--- config.mk ---
export PLATFORM = sky130hd
export DESIGN_NAME = bps_blend
export DESIGN_NICKNAME = d
export VERILOG_FILES = /design/src/bps_pkg.sv /design/src/bps_blend.sv
export SDC_FILE = /design/constraint.sdc
export NUM_CORES = 1
export LEC_CHECK = 0
export BUFFER_PORTS_ARGS = -buffer_cell sky130_fd_sc_hd__buf_2
export CORE_ASPECT_RATIO = 1.1
export CORE_MARGIN = 5
export CORE_UTILIZATION = 25
export DETAILED_ROUTE_END_ITERATION = 7
export PLACE_DENSITY = 0.41
export SLEW_MARGIN = 5
export SYNTH_ARGS = -nofsm -noshare
export SYNTH_HDL_FRONTEND = slang
export SYNTH_SLANG_ARGS = --single-unit
--- constraint.sdc ---
create_clock -name clock -period 6.6 [get_ports clock]
set_input_delay 0.33 -clock clock [delete_from_list [all_inputs] [get_ports clock]]
set_output_delay 0.33 -clock clock [all_outputs]
set_load 0.01 [all_outputs]
--- src/bps_pkg.sv ---
// Shared types and constants of the bilinear pixel sampler.
// No dependencies; every other file of the block imports this package.
`timescale 1ns / 1ps
`default_nettype none

package bps_pkg;

   // Default sizes of the image store and the coordinate format
   localparam int MAX_PIXELS_DEF    = 4096;
   localparam int FRACTION_BITS_DEF = 8;

   // Fixed field widths
   localparam int ADDR_IN_W   = 12;
   localparam int PIXEL_W     = 32;
   localparam int COORD_W     = 14;
   localparam int DIM_W       = 7;
   localparam int CHAN_W      = 8;
   localparam int NUM_CHAN    = PIXEL_W / CHAN_W;
   localparam int WEIGHT_BITS = 8;
   localparam int WT_W        = WEIGHT_BITS + 1;
   localparam int MAC_W       = CHAN_W + WT_W;
   localparam int ACC_W       = MAC_W + 1;
   localparam int NUM_TAPS    = 4;
   localparam int TAP_W       = 2;

   // Register reset values
   localparam logic [DIM_W-1:0] IMAGE_WIDTH_RST  = 7'd64;
   localparam logic [DIM_W-1:0] IMAGE_HEIGHT_RST = 7'd64;

   // Configuration register indexes
   localparam int CSR_INDEX_W = 2;
   localparam logic [CSR_INDEX_W-1:0] CSR_IMAGE_WIDTH  = 2'd0;
   localparam logic [CSR_INDEX_W-1:0] CSR_IMAGE_HEIGHT = 2'd1;

   // Request actions
   localparam logic ACT_WRITE  = 1'b0;
   localparam logic ACT_SAMPLE = 1'b1;

   // Largest channel value
   localparam logic [CHAN_W-1:0] CHAN_MAX = 8'hFF;

   // Sequencer states
   typedef enum logic [5:0] {
      ST_IDLE   = 6'b000001,
      ST_INDEX  = 6'b000010,
      ST_BOUND  = 6'b000100,
      ST_READ   = 6'b001000,
      ST_FINISH = 6'b010000,
      ST_EMIT   = 6'b100000
   } bps_state_type;

   // Control from the sequencer to the blend unit
   typedef struct packed {
      logic             load;   // take new weights, clear the sums
      logic             acc;    // add the tap pixel on the read port
      logic [TAP_W-1:0] tap;    // neighbor that the read data belongs to
   } bps_blend_ctl_type;

endpackage

`default_nettype wire

--- src/bps_blend.sv ---
// Bilinear weights and per-channel multiply-accumulate over four neighbors.
// Depends on bps_pkg for widths and the blend control struct.
`timescale 1ns / 1ps
`default_nettype none

module bps_blend
   import bps_pkg::*;
#(
   parameter int FRACTION_BITS = FRACTION_BITS_DEF
) (
   input  wire logic                     clock,
   input  wire bps_blend_ctl_type        ctl,
   input  wire logic [FRACTION_BITS-1:0] frac_x,
   input  wire logic [FRACTION_BITS-1:0] frac_y,
   input  wire logic [PIXEL_W-1:0]       tap_pixel,
   output logic      [PIXEL_W-1:0]       blend_pixel
);

   localparam int ONE_W  = FRACTION_BITS + 1;
   localparam int PROD_W = 2 * ONE_W;
   localparam int SHIFT  = 2 * FRACTION_BITS - WEIGHT_BITS;
   localparam int SUM_W  = ACC_W - WEIGHT_BITS;

   logic [ONE_W-1:0]  one_val;
   logic [ONE_W-1:0]  fx_val;
   logic [ONE_W-1:0]  fy_val;
   logic [ONE_W-1:0]  cfx_val;
   logic [ONE_W-1:0]  cfy_val;
   logic [PROD_W-1:0] prod   [NUM_TAPS];
   logic [WT_W-1:0]   weight_in [NUM_TAPS];
   logic [WT_W-1:0]   weight_ff [NUM_TAPS];
   logic [WT_W-1:0]   cur_weight;
   logic [MAC_W-1:0]  term   [NUM_CHAN];
   logic [ACC_W-1:0]  acc_ff [NUM_CHAN];
   logic [SUM_W-1:0]  sum_val [NUM_CHAN];

   // Fractions and complements, weights truncated to 8 fraction bits
   always_comb begin
      one_val = ONE_W'(1) << FRACTION_BITS;
      fx_val  = {1'b0, frac_x};
      fy_val  = {1'b0, frac_y};
      cfx_val = one_val - fx_val;
      cfy_val = one_val - fy_val;
      prod[0] = PROD_W'(cfx_val) * PROD_W'(cfy_val);
      prod[1] = PROD_W'(fx_val)  * PROD_W'(cfy_val);
      prod[2] = PROD_W'(cfx_val) * PROD_W'(fy_val);
      prod[3] = PROD_W'(fx_val)  * PROD_W'(fy_val);
      for (int t = 0; t < NUM_TAPS; t++) begin
         weight_in[t] = prod[t][SHIFT +: WT_W];
      end
   end

   // Weight of the neighbor now on the read port
   assign cur_weight = weight_ff[ctl.tap];

   always_comb begin
      for (int c = 0; c < NUM_CHAN; c++) begin
         term[c] = MAC_W'(tap_pixel[c*CHAN_W +: CHAN_W]) * MAC_W'(cur_weight);
      end
   end

   // Load weights and clear sums, or accumulate one neighbor
   always_ff @(posedge clock) begin
      if (ctl.load) begin
         for (int t = 0; t < NUM_TAPS; t++) begin
            weight_ff[t] <= weight_in[t];
         end
         for (int c = 0; c < NUM_CHAN; c++) begin
            acc_ff[c] <= '0;
         end
      end else if (ctl.acc) begin
         for (int c = 0; c < NUM_CHAN; c++) begin
            acc_ff[c] <= acc_ff[c] + ACC_W'(term[c]);
         end
      end
   end

   // Drop the weight fraction and clamp each channel
   always_comb begin
      for (int c = 0; c < NUM_CHAN; c++) begin
         sum_val[c] = acc_ff[c][ACC_W-1:WEIGHT_BITS];
         if (sum_val[c] > SUM_W'(CHAN_MAX)) begin
            blend_pixel[c*CHAN_W +: CHAN_W] = CHAN_MAX;
         end else begin
            blend_pixel[c*CHAN_W +: CHAN_W] = sum_val[c][CHAN_W-1:0];
         end
      end
   end

endmodule

`default_nettype wire

==> impl_results.md <==
- Final Routed Wirelength: 61,000 um
- Fin nets: 3,399
- Layout Cells excl Fill: 3,932
- Maximum root-to-sink buffer count: 2
- RSZ-0062 raised after global routing: false
- Chip Height: 334 um
- Drc violations: 0
- Synth Net Count: 3,357
- Startpoint types: flop
- Endpoint class of the critical path: flop
- Maxcap violations: 0
- DR iter-0 viols: 520
- Fraction of layout instances using a drive strength above 1: 0.0585
- Final HPWL DP: 50,400 um
- Post-Synth Simple-Gate Area: 0.176
- Avg Synthesized Cell Area: 9.09 sq um
- Slew @ Worst Pin: 1.09 ns
- YS warnings: 0
- Slew headroom: 0.269
- Core area: 94,300 sq um
- First-pass GRT wire length: 101,000 um
- FP Rows: 118
- Async SR Flop Fraction: 0
- Top FF cell, synth: edfxtp_1
- CTS Buf Count: 9
- Critical Path RT: 6.73 ns
- F_max: 0.173 GHz
- Routed vias: 16,238
- Htree depth: 3
- Layout area overhead: 9.47%
- CTS tree: done
- Status: finished, final reports clean
- Final setup fails: 0
- Worst Path Class, Setup: reg -> reg
- Vias in the first global route: 17,801
- Fin. max-slew vios: 0
- Hold_ws: 0.544 ns
- Largest net degree at the start of global routing: 39
- Worst min path class: in -> reg
- Multiplexer share of the synthesized area: 0.00798
- WL/cell: 15.5 um
- Final hold vios: 0
- Place WS: 0.581 ns
- Post-CTS setup buffers: 0
- Pre-antenna DRT Iters: 5
- Initial antenna violation count: 7
- Setup TNS: 0 ns
- Maximum fanout along the worst path: 32
- # port buffers: 84
- GRT overflow: 0
- Post-Synthesis Cells: 2,620
- Largest family of logic cells by synthesized area: adder cells
- Clock Latency Late Sink: 0.39 ns
- Vias per cell: 4.13
- Netlist cell types: 55
- Hold buffers post-CTS: 0
- Synth Area in Compound Gates: 0.0434
- Clock transition at the registers of the reported paths: 0.10 ns
- Count of state elements after synthesis: 107
- CTS sink cnt: 107
- Gates resized, CTS repair: 0
- Total placed cells including tap cells: 3,911
- Met3 usage: 0.0115
- Die footprint: 102,000 sq um
- Die Span X: 304 um
- Fill cells: 10,150
- Final GP Congestion: 0.780
- Worst endpoint data arrival time: 5.90 ns
- Root buffer cell: clkbuf_16
- Crit share post-route: 0.874
- Final WS setup: 0.832 ns
- M1 GR Usage: 0.174
- Post-DRT Antenna Nets: 0
- Seq/Total Area, Yosys: 0.135
- Starting Density: 0.252
- I/O pins: 85
- Number of synthesized flops with an enable pin: 107
- Gr busiest metal: met2
- Final min period: 5.77 ns
- Global Route met2 Usage: 0.210
- Post-Synth XOR/XNOR Area: 0.0353
- Synth Cell Area: 23,800 sq um
- Final clock skew: 0.0198 ns
- Post-Synth Adder-Cell Area: 0.483
- Overall routing resource usage: 0.123
[worst max-delay path: stages (launching register included)]
cell,delay (ns)
edfxtp_1,0.45
mux4_2,0.83
and2_1,0.32
fa_1,0.50
inv_1,0.05
fa_1,0.54
inv_1,0.05
fa_1,0.47
inv_1,0.05
fa_1,0.47
inv_1,0.04
ha_1,0.30
inv_1,0.06
a21oi_1,0.16
o21ai_0,0.14
a21oi_1,0.28
a31oi_1,0.23
and4_1,0.25
or3_1,0.34
[Yosys cell counts, drive strengths merged, types with 9 or more instances]
cell / count / area [sq um]
inv: 663 / 2490
fa: 393 / 7870
and2: 306 / 1910
ha: 291 / 3640
nand2: 249 / 935
edfxtp: 107 / 3210
nor2: 95 / 357
clkbuf: 75 / 282
xnor2: 48 / 420
xor2: 48 / 420
a21oi: 43 / 226
o21ai: 42 / 214
or3: 36 / 225
nor3: 27 / 145
nor2b: 24 / 150
o21a: 21 / 158
a21o: 19 / 143
buf: 14 / 60.1
nor4: 13 / 81.3
nand2b: 12 / 75.1
nand3: 12 / 60.1
and3: 10 / 62.6
a31oi: 9 / 56.3
[final timing paths]
| check | start | to | slack [ns] | depth (start not counted) |
|---|---|---|---|---|
| worst min register to register | acc_ff[2][0] | acc_ff[2][0] | 0.66 | 2 |
| worst max-delay path | weight_ff[2][4] | acc_ff[3][15] | 0.83 | 18 |
| worst max register to register | weight_ff[2][4] | acc_ff[3][15] | 0.83 | 18 |
| worst min-delay path | ctl[3] | weight_ff[1][1] | 0.54 | 2 |
[stage by stage]
step	utilization	cell area (sq um)
2_1_floorplan	-	23800
3_3_place_gp	0.273	25800
3_5_place_dp	0.273	25800
4_1_cts	0.276	26100
5_1_grt	0.276	26100
6_report	0.276	26100
[registers in the layout, summed over array words and instances, names as in the netlist]
register	cells
weight_ff	35
acc_ff	72
[per-layer routing]
metal	part of all wire	up-vias
met4	0.011	0
met3	0.025	32
met5	0	-
li1	-	8026
met1	0.49	7997
met2	0.47	183
[layout make-up]
| class | instances | area (sq um) | share of cell area |
|---|---|---|---|
| antenna | 5 | 12.5 | 0.000480 |
| clock inverter | 7 | 67.6 | 0.00259 |
| sequential | 107 | 3210 | 0.123 |
| tap | 1260 | 1580 | 0.0605 |
| multi-input combinational | 1761 | 17800 | 0.682 |
| inverter | 663 | 2490 | 0.0954 |
| clock buffer | 9 | 225 | 0.00864 |
| timing repair buffer | 120 | 703 | 0.0270 |
[cells by family (layout without fill, tap and decap cells)]
logic type,count (synthesis),after routing
xor gates and xnor gates,96,96
buffers and inverters,752,799
DFF,107,107
muxes,9,9
adders and majority gates,684,684
and+or+nand+nor,810,810
other,0,5
AOI/OAI and AO/OA,162,162
[cell usage in the layout (no fill, tap or decap), types with 5 or more instances in the layout]
cell type    n
or4_1        5
buf_4       35
nor4_1      13
a21o_1      19
buf_2       84
nand3_1     12
ha_1       291
a21oi_1     40
nand2_1    249
edfxtp_1   107
nor3_1      25
nand3b_1     6
a31oi_1      9
and3_1      10
nor2b_1     23
diode_2      5
o21ai_0     39
nand2b_1    11
a211oi_1     6
nor2_1      95
o21a_1      21
and2_1     306
xnor2_1     48
mux4_2       8
fa_1       393
xor2_1      48
clkbuf_16    9
a311oi_1     5
or3_1       36
inv_1      663
Power is left out: the tool's default activity adds up to more than one toggle a clock period on the data nets, which glitch-free logic cannot reach.
